`config.mk`:
```
export PLATFORM = sky130hd
export DESIGN_NAME = stream_find_replace_top
export DESIGN_NICKNAME = d
export VERILOG_FILES = /design/src/sv/sfr_pkg.sv /design/src/sv/sfr_cell.sv /design/src/sv/stream_find_replace_top.sv
export VERILOG_INCLUDE_DIRS = /design/src /design/src/sv
export SDC_FILE = /design/constraint.sdc
export NUM_CORES = 1
export LEC_CHECK = 0
export ABC_CLOCK_PERIOD_IN_PS = 16400
export BUFFER_PORTS_ARGS = -buffer_cell sky130_fd_sc_hd__buf_2
export CAP_MARGIN = 20
export CORE_MARGIN = 3
export CORE_UTILIZATION = 40
export DETAILED_ROUTE_END_ITERATION = 16
export GPL_ROUTABILITY_DRIVEN = 1
export HOLD_SLACK_MARGIN = 0.02
export PLACE_DENSITY_LB_ADDON = 0.3
export SLEW_MARGIN = 20
export SYNTH_ARGS = -nofsm -noshare
export SYNTH_HDL_FRONTEND = slang
export SYNTH_SLANG_ARGS = --single-unit
```
`constraint.sdc`:
```
create_clock -name clock -period 16.4 [get_ports clock]
set_input_delay 1.64 -clock clock [delete_from_list [all_inputs] [get_ports clock]]
set_output_delay 1.64 -clock clock [all_outputs]
set_load 0.01 [all_outputs]
```
`src/sv/stream_find_replace_top_macros.svh`:
```
// assertion macros for the stream find-and-replace block
// used by the top level; expects signals named clock and reset in scope
`ifndef STREAM_FIND_REPLACE_TOP_MACROS_SVH
`define STREAM_FIND_REPLACE_TOP_MACROS_SVH

// property checked at every clock edge outside reset
`define SFR_CHECK(label, prop, msg) \
   label: assert property (@(posedge clock) disable iff (reset) prop) \
      else $error(msg);

// condition in one cycle implies a consequence in the next
`define SFR_CHECK_NEXT(label, cond, conseq, msg) \
   label: assert property (@(posedge clock) disable iff (reset) (cond) |=> (conseq)) \
      else $error(msg);

`endif

```
`src/sv/sfr_pkg.sv`:
```
// shared types and constants of the stream find-and-replace block
// no dependencies; imported by sfr_cell, stream_find_replace_top and the testbench
package sfr_pkg;

   localparam int BYTE_W  = 8;
   localparam int CFG_W   = 64;
   localparam int CNT_W   = 24;
   localparam int CSR_IW  = 3;
   localparam int LEN_W   = 4;

   localparam logic [CNT_W-1:0] CNT_MAX  = 24'hFFFFFF;
   localparam logic [LEN_W-1:0] REPL_MAX = 4'd8;

   // register indexes of the configuration port
   localparam logic [CSR_IW-1:0] REG_PAT_LEN    = 3'd0;
   localparam logic [CSR_IW-1:0] REG_PAT_BYTES  = 3'd1;
   localparam logic [CSR_IW-1:0] REG_REPL_LEN   = 3'd2;
   localparam logic [CSR_IW-1:0] REG_REPL_BYTES = 3'd3;
   localparam logic [CSR_IW-1:0] REG_START      = 3'd4;
   localparam logic [CSR_IW-1:0] REG_LIMIT      = 3'd5;

   // per-cell window control
   typedef struct packed {
      logic load;
      logic shift;
   } sfr_cell_ctl_type;

endpackage

```
`src/sv/sfr_cell.sv`:
```
// one window cell: holds a text byte, compares it with its pattern byte
// and passes the prefix-match flag and its byte down the chain; uses sfr_pkg
module sfr_cell (
   input  logic                        clock,
   input  logic [sfr_pkg::BYTE_W-1:0]  pat_byte,
   input  logic [sfr_pkg::BYTE_W-1:0]  in_byte,
   input  logic [sfr_pkg::BYTE_W-1:0]  right_byte,
   input  sfr_pkg::sfr_cell_ctl_type   ctl,
   input  logic                        valid,
   input  logic                        ok_in,
   output logic                        ok_out,
   output logic                        in_eq,
   output logic [sfr_pkg::BYTE_W-1:0]  byte_out
);
   import sfr_pkg::*;

   logic [BYTE_W-1:0] byte_ff, byte_in;

   // next byte: new text byte, neighbor's byte on a shift, or hold
   always_comb begin
      if (ctl.load) begin
         byte_in = in_byte;
      end else if (ctl.shift) begin
         byte_in = right_byte;
      end else begin
         byte_in = byte_ff;
      end
   end

   always_ff @(posedge clock) begin
      byte_ff <= byte_in;
   end

   // prefix match chain; an empty cell does not break it
   assign ok_out   = ok_in & (~valid | (byte_ff == pat_byte));
   assign in_eq    = (in_byte == pat_byte);
   assign byte_out = byte_ff;

endmodule

```
`src/sv/stream_find_replace_top.sv`:
```
// top level of the stream find-and-replace block: configuration registers,
// window cell chain, match control and output register; uses sfr_pkg, sfr_cell
// and stream_find_replace_top_macros.svh
//
// Usage:
//  - csr channel writes one register per item (index 0..5); any write clears
//    the text in progress. Write only while the block is idle.
//  - req channel carries one text byte per item, req_text_end on the last one.
//  - rsp channel returns output bytes; rsp_byte_valid is 0 only on a bare end
//    item, rsp_out_end marks the last item produced for a text.
//  - Results are registered: the first item of an input byte appears the cycle
//    after that byte is accepted.
//  - A byte completing an occurrence yields L output bytes, L being the
//    replacement length (or pattern length when copied). A mismatch releases
//    held bytes from the head of the window, and the final byte flushes every
//    byte still held; no new byte is taken meanwhile. The single output
//    register moves one item per cycle while rsp_ready does not hold it.
//  - When rsp_ready is low with an item in the output register, the register holds and req_ready drops.
//  - Reset clears the text state and loads register defaults (start 1,
//    limit unlimited, empty pattern and replacement).
`include "stream_find_replace_top_macros.svh"

module stream_find_replace_top #(
   parameter int MAX_PATTERN = 8
) (
   input  logic                        clock,
   input  logic                        reset,
   input  logic                        csr_valid,
   output logic                        csr_ready,
   input  logic [sfr_pkg::CSR_IW-1:0]  csr_index,
   input  logic [sfr_pkg::CFG_W-1:0]   csr_data,
   input  logic                        req_valid,
   output logic                        req_ready,
   input  logic [sfr_pkg::BYTE_W-1:0]  req_text_byte,
   input  logic                        req_text_end,
   output logic                        rsp_valid,
   input  logic                        rsp_ready,
   output logic [sfr_pkg::BYTE_W-1:0]  rsp_out_byte,
   output logic                        rsp_byte_valid,
   output logic                        rsp_out_end
);
   import sfr_pkg::*;

   localparam int CW = $clog2(MAX_PATTERN + 1);
   localparam int IW = (MAX_PATTERN > 1) ? $clog2(MAX_PATTERN) : 1;

   // configuration registers
   logic [LEN_W-1:0]  pat_len_ff;
   logic [CFG_W-1:0]  pat_bytes_ff;
   logic [LEN_W-1:0]  repl_len_ff;
   logic [CFG_W-1:0]  repl_bytes_ff;
   logic [CNT_W-1:0]  start_ff;
   logic [CNT_W-1:0]  limit_ff;

   // text state
   logic [CW-1:0]     fill_ff, fill_in;
   logic [LEN_W-1:0]  burst_left_ff, burst_left_in;
   logic [2:0]        burst_idx_ff, burst_idx_in;
   logic              burst_repl_ff, burst_repl_in;
   logic              end_pend_ff, end_pend_in;
   logic [CNT_W-1:0]  found_ff, found_in;
   logic [CNT_W-1:0]  replaced_ff, replaced_in;
   logic              skip_ff, skip_in;

   // output register
   logic              rsp_valid_ff;
   logic [BYTE_W-1:0] out_byte_ff;
   logic              byte_valid_ff;
   logic              out_end_ff;

   // cell chain signals
   logic [BYTE_W-1:0]    cell_byte [MAX_PATTERN];
   logic [BYTE_W-1:0]    right_byte [MAX_PATTERN];
   sfr_cell_ctl_type     cell_ctl [MAX_PATTERN];
   logic [MAX_PATTERN-1:0] cell_valid;
   logic [MAX_PATTERN-1:0] in_eq;
   logic [MAX_PATTERN:0]   ok_chain;

   // control signals
   logic              csr_acc, adv, busy, acc;
   logic              window_ok, view_ok, drop_mode, pass_mode;
   logic [CW-1:0]     plen_sat, vfill;
   logic [IW-1:0]     fill_idx, load_pos;
   logic [LEN_W-1:0]  rlen_sat, match_len;
   logic [CNT_W-1:0]  found_inc, replaced_inc;
   logic              do_replace;
   logic [CFG_W-1:0]  burst_src;
   logic [BYTE_W-1:0] burst_byte;
   logic              emit, emit_bvalid, emit_end, text_done;
   logic [BYTE_W-1:0] emit_byte;
   logic              shift_win, load_win;

   assign csr_ready = 1'b1;
   assign csr_acc   = csr_valid & csr_ready;

   // configuration register writes
   always_ff @(posedge clock) begin
      if (reset) begin
         pat_len_ff    <= '0;
         pat_bytes_ff  <= '0;
         repl_len_ff   <= '0;
         repl_bytes_ff <= '0;
         start_ff      <= 24'd1;
         limit_ff      <= CNT_MAX;
      end else if (csr_acc) begin
         case (csr_index)
            REG_PAT_LEN:    pat_len_ff    <= csr_data[LEN_W-1:0];
            REG_PAT_BYTES:  pat_bytes_ff  <= csr_data;
            REG_REPL_LEN:   repl_len_ff   <= csr_data[LEN_W-1:0];
            REG_REPL_BYTES: repl_bytes_ff <= csr_data;
            REG_START:      start_ff      <= csr_data[CNT_W-1:0];
            REG_LIMIT:      limit_ff      <= csr_data[CNT_W-1:0];
            default: begin
            end
         endcase
      end
   end

   // window cell chain
   assign ok_chain[0] = 1'b1;
   genvar g;
   generate
      for (g = 0; g < MAX_PATTERN; g++) begin : g_cell
         if (g == MAX_PATTERN - 1) begin : g_last
            assign right_byte[g] = '0;
         end else begin : g_mid
            assign right_byte[g] = cell_byte[g+1];
         end
         assign cell_valid[g]     = (fill_ff > CW'(g));
         assign cell_ctl[g].shift = shift_win;
         assign cell_ctl[g].load  = load_win & (load_pos == IW'(g));

         sfr_cell u_cell (
            .clock      (clock),
            .pat_byte   (pat_bytes_ff[g*BYTE_W +: BYTE_W]),
            .in_byte    (req_text_byte),
            .right_byte (right_byte[g]),
            .ctl        (cell_ctl[g]),
            .valid      (cell_valid[g]),
            .ok_in      (ok_chain[g]),
            .ok_out     (ok_chain[g+1]),
            .in_eq      (in_eq[g]),
            .byte_out   (cell_byte[g])
         );
      end
   endgenerate

   assign window_ok = ok_chain[MAX_PATTERN];

   // mode and match terms
   assign plen_sat  = (pat_len_ff > LEN_W'(MAX_PATTERN)) ? CW'(MAX_PATTERN) : CW'(pat_len_ff);
   assign rlen_sat  = (repl_len_ff > REPL_MAX) ? REPL_MAX : repl_len_ff;
   assign drop_mode = (start_ff == '0) || (limit_ff == '0);
   assign pass_mode = (plen_sat == '0) || skip_ff;
   assign fill_idx  = fill_ff[IW-1:0];
   assign vfill     = fill_ff + CW'(1);
   assign view_ok   = window_ok & in_eq[fill_idx];

   assign found_inc    = (found_ff == CNT_MAX) ? found_ff : found_ff + 24'd1;
   assign replaced_inc = (replaced_ff == CNT_MAX) ? replaced_ff : replaced_ff + 24'd1;
   assign do_replace   = (found_inc >= start_ff);
   assign match_len    = do_replace ? rlen_sat : LEN_W'(plen_sat);

   assign burst_src  = burst_repl_ff ? repl_bytes_ff : pat_bytes_ff;
   assign burst_byte = burst_src[{burst_idx_ff, 3'b000} +: BYTE_W];

   // handshake on the input side
   assign adv       = ~rsp_valid_ff | rsp_ready;
   assign busy      = (burst_left_ff != '0) | ~window_ok | end_pend_ff;
   assign req_ready = adv & ~busy;
   assign acc       = req_valid & req_ready;

   // one step of the match engine per cycle while the output register advances
   always_comb begin
      emit          = 1'b0;
      emit_byte     = '0;
      emit_bvalid   = 1'b1;
      emit_end      = 1'b0;
      text_done     = 1'b0;
      shift_win     = 1'b0;
      load_win      = 1'b0;
      load_pos      = fill_idx;
      fill_in       = fill_ff;
      burst_left_in = burst_left_ff;
      burst_idx_in  = burst_idx_ff;
      burst_repl_in = burst_repl_ff;
      end_pend_in   = end_pend_ff;
      found_in      = found_ff;
      replaced_in   = replaced_ff;
      skip_in       = skip_ff;

      if (adv) begin
         if (burst_left_ff != '0) begin
            // replacement or copied occurrence, one byte per cycle while the output is not stalled
            emit          = 1'b1;
            emit_byte     = burst_byte;
            burst_left_in = burst_left_ff - LEN_W'(1);
            burst_idx_in  = burst_idx_ff + 3'd1;
            if (end_pend_ff && (burst_left_ff == LEN_W'(1)) && (fill_ff == '0)) begin
               emit_end  = 1'b1;
               text_done = 1'b1;
            end
         end else if ((fill_ff != '0) && (~window_ok || end_pend_ff)) begin
            // release the head byte of the window
            emit      = 1'b1;
            emit_byte = cell_byte[0];
            shift_win = 1'b1;
            fill_in   = fill_ff - CW'(1);
            if (end_pend_ff && (fill_ff == CW'(1))) begin
               emit_end  = 1'b1;
               text_done = 1'b1;
            end
         end else if (acc) begin
            if (drop_mode) begin
               // everything dropped, only the bare end item
               if (req_text_end) begin
                  emit        = 1'b1;
                  emit_bvalid = 1'b0;
                  emit_end    = 1'b1;
                  text_done   = 1'b1;
               end
            end else if (pass_mode) begin
               emit      = 1'b1;
               emit_byte = req_text_byte;
               if (req_text_end) begin
                  emit_end  = 1'b1;
                  text_done = 1'b1;
               end
            end else if (view_ok && (vfill == plen_sat)) begin
               // full occurrence
               found_in      = found_inc;
               fill_in       = '0;
               burst_repl_in = do_replace;
               burst_idx_in  = 3'd1;
               if (do_replace) begin
                  replaced_in = replaced_inc;
                  if ((limit_ff != CNT_MAX) && (replaced_inc >= limit_ff)) begin
                     skip_in = 1'b1;
                  end
               end
               if (match_len != '0) begin
                  emit          = 1'b1;
                  emit_byte     = do_replace ? repl_bytes_ff[BYTE_W-1:0]
                                             : pat_bytes_ff[BYTE_W-1:0];
                  burst_left_in = match_len - LEN_W'(1);
               end
               if (req_text_end) begin
                  if (match_len > LEN_W'(1)) begin
                     end_pend_in = 1'b1;
                  end else if (match_len == LEN_W'(1)) begin
                     emit_end  = 1'b1;
                     text_done = 1'b1;
                  end else begin
                     emit        = 1'b1;
                     emit_bvalid = 1'b0;
                     emit_byte   = '0;
                     emit_end    = 1'b1;
                     text_done   = 1'b1;
                  end
               end
            end else if (view_ok && !req_text_end) begin
               // partial occurrence, hold the byte
               load_win = 1'b1;
               load_pos = fill_idx;
               fill_in  = vfill;
            end else begin
               // mismatch or final byte: release the head of the window, or the byte itself when empty
               emit = 1'b1;
               if (fill_ff == '0) begin
                  emit_byte = req_text_byte;
               end else begin
                  emit_byte = cell_byte[0];
                  shift_win = 1'b1;
                  load_win  = 1'b1;
                  load_pos  = fill_idx - IW'(1);
               end
               if (req_text_end) begin
                  if (fill_ff != '0) begin
                     end_pend_in = 1'b1;
                  end else begin
                     emit_end  = 1'b1;
                     text_done = 1'b1;
                  end
               end
            end
         end
      end

      // end of text or a configuration write returns the text state to reset
      if (text_done || csr_acc) begin
         fill_in       = '0;
         burst_left_in = '0;
         end_pend_in   = 1'b0;
         found_in      = '0;
         replaced_in   = '0;
         skip_in       = 1'b0;
      end
   end

   // text state registers
   always_ff @(posedge clock) begin
      if (reset) begin
         fill_ff       <= '0;
         burst_left_ff <= '0;
         burst_idx_ff  <= '0;
         burst_repl_ff <= 1'b0;
         end_pend_ff   <= 1'b0;
         found_ff      <= '0;
         replaced_ff   <= '0;
         skip_ff       <= 1'b0;
      end else begin
         fill_ff       <= fill_in;
         burst_left_ff <= burst_left_in;
         burst_idx_ff  <= burst_idx_in;
         burst_repl_ff <= burst_repl_in;
         end_pend_ff   <= end_pend_in;
         found_ff      <= found_in;
         replaced_ff   <= replaced_in;
         skip_ff       <= skip_in;
      end
   end

   // output register
   always_ff @(posedge clock) begin
      if (reset) begin
         rsp_valid_ff <= 1'b0;
      end else if (adv) begin
         rsp_valid_ff <= emit;
      end
   end

   always_ff @(posedge clock) begin
      if (adv && emit) begin
         out_byte_ff   <= emit_byte;
         byte_valid_ff <= emit_bvalid;
         out_end_ff    <= emit_end;
      end
   end

   assign rsp_valid      = rsp_valid_ff;
   assign rsp_out_byte   = out_byte_ff;
   assign rsp_byte_valid = byte_valid_ff;
   assign rsp_out_end    = out_end_ff;

   // checks
   `SFR_CHECK(a_fill_below_depth, (fill_ff < CW'(MAX_PATTERN)), "window fill reached depth")
   `SFR_CHECK(a_burst_empty_window, ((burst_left_ff != '0) |-> (fill_ff == '0)), "burst with held bytes")
   `SFR_CHECK(a_skip_empty_window, (skip_ff |-> (fill_ff == '0)), "skip mode with held bytes")
   `SFR_CHECK(a_bare_is_end, ((rsp_valid_ff && !rsp_byte_valid) |-> rsp_out_end), "bare item without end")
   `SFR_CHECK_NEXT(a_end_clears, (adv && emit && emit_end), ((found_ff == '0) && !skip_ff && !end_pend_ff), "text state not cleared after end")

endmodule

```
Yosys cells after proc, flatten, opt, wreduce, memory -nomap -nowiden
Cells that the tools add are included.
{ "op_classes": {"addsub": 8, "multipliers": 0, "n_div": 0, "magnitude_cmp": 14, "eq_ne": 43, "shifts": 1, "muxes": 122, "bitwise_logic": 46, "n_reduce_logical": 52} }
{ "ops": {"columns": ["operator", "count"], "rows": [
  ["$mux 8", 29],
  ["$eq 8x8->1", 16],
  ["$mux 4", 16],
  ["$mux 64", 1],
  ["$shiftx 64x7->8", 1],
  ["$mux 1", 58],
  ["$add 24x1->24 const B", 2],
  ["$eq 24x24->1 const B", 2],
  ["$ge 24x24->1", 2],
  ["$logic_not 24->1", 2],
  ["$mux 24", 2],
  ["$mux 3", 15],
  ["$reduce_bool 2->1", 14],
  ["$ne 24x24->1 const B", 1],
  ["$and 1x1->1", 18],
  ["$eq 3x3->1 const B", 6],
  ["$not 1->1", 17],
  ["$gt 4x3->1 const B", 4],
  ["$reduce_and 7->1", 2],
  ["$eq 3x2->1 const B", 4],
  ["$eq 4x1->1 const B", 3],
  ["$gt 4x1->1 const B", 3],
  ["$reduce_and 2->1", 6],
  ["$reduce_and 6->1", 2],
  ["25 further kinds", 60]
]} }
{ "word_totals": {"reg_bits": 321, "latchBits": 0, "ramBits": 0, "mem_bits_ro": 0, "in_bits": 81, "output_inout_bits": 13, "word_cells": 312, "n_memories": 0} }

Logic depth before layout (Yosys ltp)
Gate-level depths: netlist of the first run.
{ "depth": {"ltp_word": 23, "depth_mapped": 27, "depth_no_buf": 23} }

Cells and area by module
Synthesis of the first run repeated with hierarchy kept, for this count alone.
{ "unflattened": {"cells_unflattened": 2025, "hier_area_um2": 17948.5} }
{ "modules_own_cells": {"columns": ["module", "n_inst", "cells_per_inst", "area_per_inst_um2", "seq_area_each_um2"], "rows": [
  ["stream_find_replace_top", 1, 1697, 13774.5, 5245.0],
  ["sfr_cell", 8, 41, 521.8, 240.2]
]} }

Worst setup path after synthesis of the first run
OpenSTA, ideal clock, no wires.
{ "synth_timing": {"path_kind": "flip-flop to flip-flop", "start": "reg found_ff[16]", "end": "reg byte_valid_ff (netlist: rsp_byte_valid) (enable)", "setup_time_ns": 0.380, "t_arrival_ns": 5.673, "t_required_ns": 16.020, "slack_ns": 10.347, "stages_incl_launch_ff": 26, "path_buffers": 4, "synth_period_minus_slack_ns": 6.053, "path_cell_list": "dfxtp_1 -> clkbuf_1 -> and4_1 -> nand4_1 -> or4_1 -> clkbuf_1 -> nand4_1 -> clkbuf_1 -> nor2_1 -> nand4_1 -> xnor2_1 -> ha_1 -> nand4_1 -> nor2_1 -> o2111ai_1 -> o221a_2 -> o31ai_1 -> clkbuf_1 -> nor3b_1 -> a31oi_1 -> ha_1 -> nor2b_1 -> o21ai_0 -> o2111ai_1 -> o2111ai_1 -> a21oi_1"} }
{ "synth_via": {"elab_chain_cells": 17, "elab_cells_between_ends": 20, "classes_between": "add/sub: 1; order compare: 2; eq/ne: 2; mux: 13; reduce/logical: 2"} }
{ "synth_lines": {"columns": ["element", "line_no", "text"], "rows": [
  ["start, declared", "stream_find_replace_top.sv:61", "logic [CNT_W-1:0] found_ff, found_in;"],
  ["start signal, assigned", "stream_find_replace_top.sv:317", "found_ff <= found_in;"],
  ["$eq 24x24->1 (*)", "stream_find_replace_top.sv:159", "assign found_inc = (found_ff == CNT_MAX) ? found_ff : found_ff + 24'd1;"],
  ["$mux 24 (*)", "stream_find_replace_top.sv:159", null],
  ["named net found_inc[13]", "stream_find_replace_top.sv:85", "logic [CNT_W-1:0] found_inc, replaced_inc;"],
  ["$ge 24x24->1 (*)", "stream_find_replace_top.sv:161", "assign do_replace = (found_inc >= start_ff);"],
  ["$mux 4 (*)", "stream_find_replace_top.sv:162", "assign match_len = do_replace ? rlen_sat : LEN_W'(plen_sat);"],
  ["$reduce_bool 4->1", "stream_find_replace_top.sv:241", "if (match_len != '0) begin"],
  ["$mux 1", "stream_find_replace_top.sv:241", null],
  ["$mux 1", "stream_find_replace_top.sv:250", "end else if (match_len == LEN_W'(1)) begin"],
  ["(+3 left out)", null, null],
  ["$mux 1 (*)", "stream_find_replace_top.sv:222", "end else if (pass_mode) begin"],
  ["$mux 1 (*)", "stream_find_replace_top.sv:214", "if (drop_mode) begin"],
  ["$mux 1 (*)", "stream_find_replace_top.sv:213", "end else if (acc) begin"],
  ["$mux 1 (*)", "stream_find_replace_top.sv:203", "end else if ((fill_ff != '0) && (~window_ok || end_pend_ff)) begin"],
  ["$mux 1 (*)", "stream_find_replace_top.sv:193", "if (burst_left_ff != '0) begin"],
  ["$mux 1 (*)", "stream_find_replace_top.sv:192", "if (adv) begin"],
  ["named net emit", "stream_find_replace_top.sv:89", "logic emit, emit_bvalid, emit_end, text_done;"],
  ["$logic_and 1x1->1 (*)", "stream_find_replace_top.sv:333", "if (adv && emit) begin"],
  ["end signal, assigned", "stream_find_replace_top.sv:335", "byte_valid_ff <= emit_bvalid;"],
  ["end, declared", "stream_find_replace_top.sv:68", "logic byte_valid_ff;"]
]} }
Mark *: on every way through the listed nets, which the timed path passes. The rest lies on a longest branch.
A chain may end at the register's enable or synchronous reset.

Final worst setup path of the first run
{ "layout_timing": {"start": "reg found_ff[16]", "end": "reg out_byte_ff[2] (netlist: rsp_out_byte[2]) (enable)"} }
{ "layout_via": {"elab_chain_cells": 17, "elab_cells_between_ends": 20, "classes_between": "add/sub: 1; order compare: 2; eq/ne: 2; mux: 13; reduce/logical: 2"} }
{ "layout_lines": {"columns": ["element", "line_no", "text"], "rows": [
  ["$eq 24x24->1 (*)", "stream_find_replace_top.sv:159", null],
  ["$mux 24 (*)", "stream_find_replace_top.sv:159", null],
  ["named net found_inc[15]", "stream_find_replace_top.sv:85", null],
  ["$ge 24x24->1 (*)", "stream_find_replace_top.sv:161", null],
  ["$mux 4 (*)", "stream_find_replace_top.sv:162", null],
  ["$reduce_bool 4->1", "stream_find_replace_top.sv:241", null],
  ["$mux 1", "stream_find_replace_top.sv:241", null],
  ["$mux 1", "stream_find_replace_top.sv:250", null],
  ["(+3 left out)", null, null],
  ["$mux 1 (*)", "stream_find_replace_top.sv:222", null],
  ["$mux 1 (*)", "stream_find_replace_top.sv:214", null],
  ["$mux 1 (*)", "stream_find_replace_top.sv:213", null],
  ["$mux 1 (*)", "stream_find_replace_top.sv:203", null],
  ["$mux 1 (*)", "stream_find_replace_top.sv:193", null],
  ["$mux 1 (*)", "stream_find_replace_top.sv:192", null],
  ["named net emit", "stream_find_replace_top.sv:89", null],
  ["$logic_and 1x1->1 (*)", "stream_find_replace_top.sv:333", null],
  ["end signal, assigned", "stream_find_replace_top.sv:334", "out_byte_ff <= emit_byte;"],
  ["end, declared", "stream_find_replace_top.sv:67", "logic [BYTE_W-1:0] out_byte_ff;"]
]} }
Marked as above.

==> out/metrics.yaml, run 1 <==
clocking:
  postCtsHoldBufs: 0
  htree_num_levels: 2
  postCtsResizedCells: 0
  root_buffer: "clkbuf_16"
  clock-sinks: 321
  cts_made_buffers: 37
  clk_path_buf_depth: 3
  cts_tree: "yes"
  cts_setup_buffers: 0
  clock_latency_ns: 0.55
  clk_pin_slew_worst_paths_ns: 0.06
run:
  drv_cap: 0
critical_path:
  reg2reg_depth: 20
  cp_data_required_time_ns: 16.55
  rrSetupSlack_ns: 9.51
  worstPathArrival_ns: 7.04
  r2r-start: "found_ff[16]"
  timing.critical_path.to: "rsp_out_byte[2]"
  r2r-end: "rsp_out_byte[2]"
  cp_max_fo: 13
  cp-startpoint: "found_ff[16]"
  startpoint_type: "flop"
  cp-end-kind: "flop"
  critPathKind: "reg -> reg"
drt:
  drcViolationCount: 0
  detailroute.via_count: 15340
  drt-pass1-iter-count: 5
  vias_per_cell: 5.683
  drt_wl_total_um: 57390
  ant_nets: 0
  wl_per_cell_um: 21.26
  drt_iter0_drc: 1142
yosys:
  yosys_warnings: 0
  ys_seq_area_share_pct: 39.23
  synth_edf_count: 74
  ys_async_sr_fraction_pct: 0
  synth-seq-cells: 321
  synth_area_sq_mm: 0.01827
  syn_avg_cell_area_sq_um: 8.907
  syn_inst: 2051
  syn-num-nets: 2192
  synth_ff_type: "dfxtp_1"
  synthDistinctLibCells: 71
power:
  ir_worst_vdd_v: 0.00007849
  pwr-share-clk_pct: 45.9
  p_leak_nw: 7.626
  switching_share_pct: 25.09
  p_comb_share_pct: 7.3
  pwr-share-seq_pct: 46.9
  powerDensity_mw_per_mm2: 87.37
  cell_internal_pwr_w: 0.001331
  p_sw_w: 0.0004457
sta:
  setup_viol: 0
  min_period_ns: 6.886
  hold_viol_final: 0
  setup_slack_ns: 9.514
  finClkSkew_ns: 0.02023
  period_share_pct: 41.99
  rsz0062_at_grt: "false"
  slew_headroom_pct: 25.94
  fmax_mhz: 145.2
  slew_violations: 0
  finalSetupTns_ns: 0
  worst_pin_slew_ns: 1.104
final_layout:
  layout_commonest_cell: "nand2_1"
  layout_common_cells: "nand2_1 (403), dfxtp_1 (246), a21oi_1 (179), nor2_1 (136), xnor2_1 (125)"
  area_delta_synth_final_pct: 11.33
  drive_gt1_share_pct: 14.48
  nNetsFinal: 2222
  diodes: 0
grt:
  grt_util_all_layers_pct: 23.49
  grt_pass1_wl_um: 87710
  antenna_found_initial: 0
  grt_max_degree: 92
  overflow: 0
  grt_pass1_vias: 14920
worst_hold_path:
  min_path_type: "reg -> reg"
floorplan:
  ios: 94
  die_x_um: 219.7
  dieHeight_um: 219.7
  rows: 77
  floorplan.initialDensity_pct: 40.86
  dieArea_sq_mm: 0.04827
  core_area_sq_mm: 0.04470
placed_design:
  gp_congestion: 0.9196
  dp_hpwl_um: 42050
  preCtsSetupSlack_ns: 9.566
  io_buffers: 92
status:
  outcome: "finished, final reports clean"
[cell families after synthesis]
logic type	count (synthesis)	share of synthesized area, %
buffers and inverters	187	4.082
AND/OR/NAND/NOR	806	20.18
other	1	0.02053
adder cells (fa/ha/maj)	60	4.110
multiplexers	135	10.75
AO/OA/AOI/OAI	319	10.99
XOR/XNOR	222	10.64
flip-flops	321	39.23
[metrics by stage]
step | utilization [%] | instances | cell area (sq um) | power (W) | hold slack [ns]
floorplan | - | 2051 | 18270 | 0.0009235 | 0.4331
global placement | 42.87 | 2634 | 19160 | 0.0009752 | 0.4396
detailed placement | 42.87 | 2634 | 19160 | 0.0009779 | 0.4445
CTS | 45.49 | 2699 | 20340 | 0.001791 | 0.4529
global route | 45.49 | 2699 | 20340 | 0.001834 | 0.4728
finish | 45.49 | 2699 | 20340 | 0.001777 | 0.4537
[cell type report]
type / count / area [sq um]
Inverter: 66 / 247.7
Tap cell: 592 / 740.7
Multi-Input combinational cell: 1543 / 10390
Timing Repair Buffer: 112 / 613.1
Fill cell: 4412 / 24370
Clock buffer: 50 / 1046
Sequential cell: 321 / 7168
Clock inverter: 15 / 128.9
[worst min path at each step]
stage | cells past startpoint | slack [ns] | from | endpoint
floorplan | 2 | 0.43 | repl_bytes_ff[16] | repl_bytes_ff[16]
global placement | 2 | 0.44 | repl_bytes_ff[52] | repl_bytes_ff[52]
detailed placement | 2 | 0.44 | repl_bytes_ff[48] | repl_bytes_ff[48]
CTS | 2 | 0.45 | repl_bytes_ff[48] | repl_bytes_ff[48]
global route | 2 | 0.47 | repl_bytes_ff[37] | repl_bytes_ff[37]
finish | 2 | 0.45 | repl_bytes_ff[59] | repl_bytes_ff[59]
[registers in the layout, summed over array words and instances, names as in the netlist]
| name | count |
|---|---|
| burst_idx_ff | 3 |
| burst_left_ff | 4 |
| burst_repl_ff | 1 |
| end_pend_ff | 1 |
| fill_ff | 4 |
| found_ff | 24 |
| g_cell.u_cell.byte_out | 64 |
| limit_ff | 24 |
| pat_bytes_ff | 64 |
| pat_len_ff | 4 |
| repl_bytes_ff | 64 |
| repl_len_ff | 4 |
| replaced_ff | 24 |
| rsp_byte_valid | 1 |
| rsp_out_byte | 8 |
| rsp_out_end | 1 |
| rsp_valid | 1 |
| skip_ff | 1 |
| start_ff | 24 |
[power groups by stage]
stage,clock network (W),logic (W),registers [W]
global route,0.000860,0.000140,0.000834
detailed placement,0,0.000128,0.000850
floorplan,0,0.0000784,0.000845
global placement,0,0.000126,0.000850
CTS,0.000830,0.000128,0.000833
finish,0.000815,0.000129,0.000833
[worst max-delay path: stages, from the launching register on]
cell	delay [ns]
dfxtp_1	0.45
and4_1	0.28
nand4_1	0.21
or4_1	0.67
nand4_1	0.42
nor3_1	0.17
xor2_1	0.19
ha_1	0.32
nand4_1	0.15
nor2_1	0.19
o2111ai_1	0.16
o221a_2	0.33
o31ai_2	0.88
nor3b_1	0.10
a31oi_1	0.33
ha_1	0.25
nor2b_1	0.22
o21ai_0	0.10
o2111ai_1	0.10
o2111ai_1	0.17
a21oi_1	0.82
[cells in the mapped netlist, types with 13 or more instances]
| master | count | area, sq um |
|---|---|---|
| a31oi_1 | 13 | 81.33 |
| dfxtp_1 | 247 | 4945 |
| xor2_1 | 97 | 849.6 |
| nand2_1 | 404 | 1516 |
| and2_1 | 22 | 137.6 |
| a21o_1 | 20 | 150.1 |
| xnor2_1 | 125 | 1095 |
| nand4_1 | 60 | 375.4 |
| ha_1 | 60 | 750.7 |
| o21ai_0 | 17 | 85.08 |
| nand3_1 | 34 | 170.2 |
| clkbuf_1 | 101 | 379.1 |
| nor2_1 | 137 | 514.2 |
| mux2_2 | 54 | 608.1 |
| nor4_1 | 27 | 168.9 |
| nand3b_1 | 26 | 195.2 |
| inv_1 | 64 | 240.2 |
| a21oi_1 | 180 | 900.9 |
| mux4_2 | 40 | 900.9 |
| edfxtp_1 | 74 | 2222 |
| mux2i_1 | 32 | 320.3 |
| nor3_1 | 40 | 200.2 |
[layer usage]
metal / part of all wire [%] / vias to the layer above / GRT usage (%)
met2: 49 / 448 / 40.43
li1: - / 7226 / -
met4: 4.0 / 0 / 9.079
met3: 5.0 / 121 / 3.544
met1: 42 / 7543 / 29.72
met5: 0 / - / 0
(Power assumes the default switching activity.)
==> inputs of run 2 (changes only) <==
--- a/config.mk
+++ b/config.mk
@@ -6,7 +6,7 @@
 export SDC_FILE = /design/constraint.sdc
 export NUM_CORES = 1
 export LEC_CHECK = 0
-export ABC_CLOCK_PERIOD_IN_PS = 16400
+export ABC_CLOCK_PERIOD_IN_PS = 5900
 export BUFFER_PORTS_ARGS = -buffer_cell sky130_fd_sc_hd__buf_2
 export CAP_MARGIN = 20
 export CORE_MARGIN = 3
==> constraint.sdc (replaced) <==
create_clock -name clock -period 5.9 [get_ports clock]
set_input_delay 0.59 -clock clock [delete_from_list [all_inputs] [get_ports clock]]
set_output_delay 0.59 -clock clock [all_outputs]
set_load 0.01 [all_outputs]
==> run 2 against run 1 <==
Hold slack got worse by 0.15 ns. Global-route usage increased by 0.36 points. Critical endpoint is now rsp_out_byte[4]. Power rose to 2.8 times the previous value. Largest power group is now clock. Critical path type unchanged.
==> out/metrics.yaml, run 2 (synthesis gave the netlist of run 1 again) <==
clocking:
  clk_pin_slew_worst_paths_ns: 0.06  # about the same
  cts_made_buffers: 37  # unchanged
  clk_path_buf_depth: 3  # unchanged
  clock_latency_ns: 0.54  # about the same
  cts_tree: "yes"
  htree_num_levels: 2  # unchanged
  postCtsHoldBufs: 0  # unchanged
  root_buffer: "clkbuf_16"
  clock-sinks: 321  # unchanged
critical_path:
  crit_chain: "and4_1 > nand4_1 > or4_4 > nand3_1 > or2_2 > nor2_1 > xor2_1 > ha_1 > nand4_1 > nor2_1 > o2111ai_1 > o221a_2 > o31ai_4 > mux2_2 > ha_1 > nor2b_1 > a21oi_1 > a21oi_1 > nand2b_2 > o221a_2 > o32ai_1"
  startpoint_type: "flop"
  cp-end-kind: "flop"
  critPathKind: "reg -> reg"
  cp_max_fo: 8  # -5
  worstPathArrival_ns: 5.88  # -1.16 ns
  rrSetupSlack_ns: 0.35  # -9.16 ns
  crit_path_max_incr_delay_ns: 0.59  # -0.29 ns
  cp_data_required_time_ns: 6.23  # -10.32 ns
  crit_slowest_cell: "or4_4"
  crit_family: "simple AND/OR/NAND/NOR gates"
  critPathBufInv: 0  # unchanged
final_layout:
  diodes: 0  # unchanged
  nNetsFinal: 2244  # +0.99%
  post_layout_nonfiller_instances: 2719  # +0.74%
  area_delta_synth_final_pct: 12.75
  layout_commonest_cell: "nand2_1"
  drive_gt1_share_pct: 15.66  # +1.2 points
  layout_common_cells: "nand2_1 (402), dfxtp_1 (244), a21oi_1 (178), nor2_1 (136), xnor2_1 (125)"
sta:
  period_share_pct: 94.00  # +52 points
  finClkSkew_ns: 0.01439  # -0.005843 ns
  hold_viol_final: 0  # unchanged
  slew_violations: 0  # unchanged
  finalSetupTns_ns: 0  # unchanged
  min_period_ns: 5.546  # -1.340 ns
  fmax_mhz: 180.3  # +24%
  worst_pin_slew_ns: 0.9372  # -0.1671 ns
  slew_headroom_pct: 37.52  # +12 points
  setup_viol: 0  # unchanged
drt:
  drcViolationCount: 0  # unchanged
  wl_per_cell_um: 21.26  # about the same
  drt_iter0_drc: 1429  # +25%
  detailroute.via_count: 15440  # +0.68%
  drt_wl_total_um: 57800  # +0.72%
  ant_nets: 0  # unchanged
  drt-pass1-iter-count: 9  # +4
  vias_per_cell: 5.680  # about the same
grt:
  grt_pass1_vias: 15070  # +1.0%
  antenna_found_initial: 0  # unchanged
  grt_pass1_wl_um: 89130  # +1.6%
  overflow: 0  # unchanged
  grt_util_all_layers_pct: 23.85  # +0.36 points
  grt_max_degree: 91  # -1.1%
floorplan:
  floorplan.initialDensity_pct: 40.86  # unchanged
  dieArea_sq_mm: 0.04827  # unchanged
  core_area_sq_mm: 0.04470  # unchanged
  rows: 77  # unchanged
  ios: 94  # unchanged
  die_x_um: 219.7  # unchanged
  dieHeight_um: 219.7  # unchanged
placed_design:
  dpl.cell_count: 2652  # +0.68%
  io_buffers: 92  # unchanged
  dp_hpwl_um: 42650  # +1.4%
  gp_congestion: 0.9004  # -2.1%
power:
  powerDensity_mw_per_mm2: 244.2  # +180%
  p_leak_nw: 7.758  # +1.7%
  ir_worst_vdd_v: 0.0002385  # +200%
run:
  drv_cap: 0  # unchanged
status:
  outcome: "finished, final reports clean"
worst_hold_path:
  min_path_type: "in -> reg"
run 2: path summary, 6_finish.rpt:
kind                                         from                end  cells past startpoint
worst max-delay path                 found_ff[19]    rsp_out_byte[4]                     21
worst min-delay path                 csr_data[33]  repl_bytes_ff[33]                      3
worst max register to register       found_ff[19]    rsp_out_byte[4]                     21
worst min register to register  repl_bytes_ff[46]  repl_bytes_ff[46]                      2
run 2: power by group:
group,internal [W],switching (W),total [W],leakage (nW)
registers,0.00228,0.0000410,0.00232,2.67
clock network,0.00142,0.000927,0.00235,0.601
logic,0.000134,0.000232,0.000366,4.49
run 2: metal layers:
layer / vias up / wire, um / track usage (%) / part of all wire (%)
li1: 7279 / - / - / -
met1: 7451 / 25190 / 31.64 / 44
met2: 586 / 26610 / 38.80 / 46
met3: 127 / 3338 / 3.240 / 5.8
met4: 0 / 2663 / 10.80 / 4.6
met5: - / 0 / 0 / 0
run 2: stage by stage:
step                hold slack [ns]  instance area, sq um  total power, W  util, %  setup WS [ns]
floorplan                    0.4331                 18270        0.002567        -        0.04746
global placement             0.4394                 19300        0.002712    43.18         0.3077
detailed placement           0.4466                 19300        0.002718    43.18         0.2045
CTS                          0.2852                 20520        0.005054    45.90         0.1701
global route                 0.3045                 20600        0.005183    46.08      -0.002206
finish                       0.3007                 20600        0.005030    46.08         0.3539
run 2: what timing repair did:
| item | in CTS | in global routing |
|---|---|---|
| setup endpoints to repair | 0 | 66 |
| setup buffers | 0 | 4 |
| gates resized for setup | 0 | 9 |
run 2: final cells by class:
cell class                      instances  area (sq um)
Fill cell                            4333         24110
Multi-Input combinational cell       1543         10430
Sequential cell                       321          7171
Clock buffer                           52          1056
Timing Repair Buffer                  134         794.5
Tap cell                              592         740.7
Inverter                               66         247.7
Clock inverter                         11         161.4
run 2: tightest hold or removal path, delay by kind of cell:
family | cells | cell delay, ns
AO/OA/AOI/OAI | 1 | 0.05
buffers and inverters | 1 | 0.10
AND/OR/NAND/NOR | 1 | 0.05
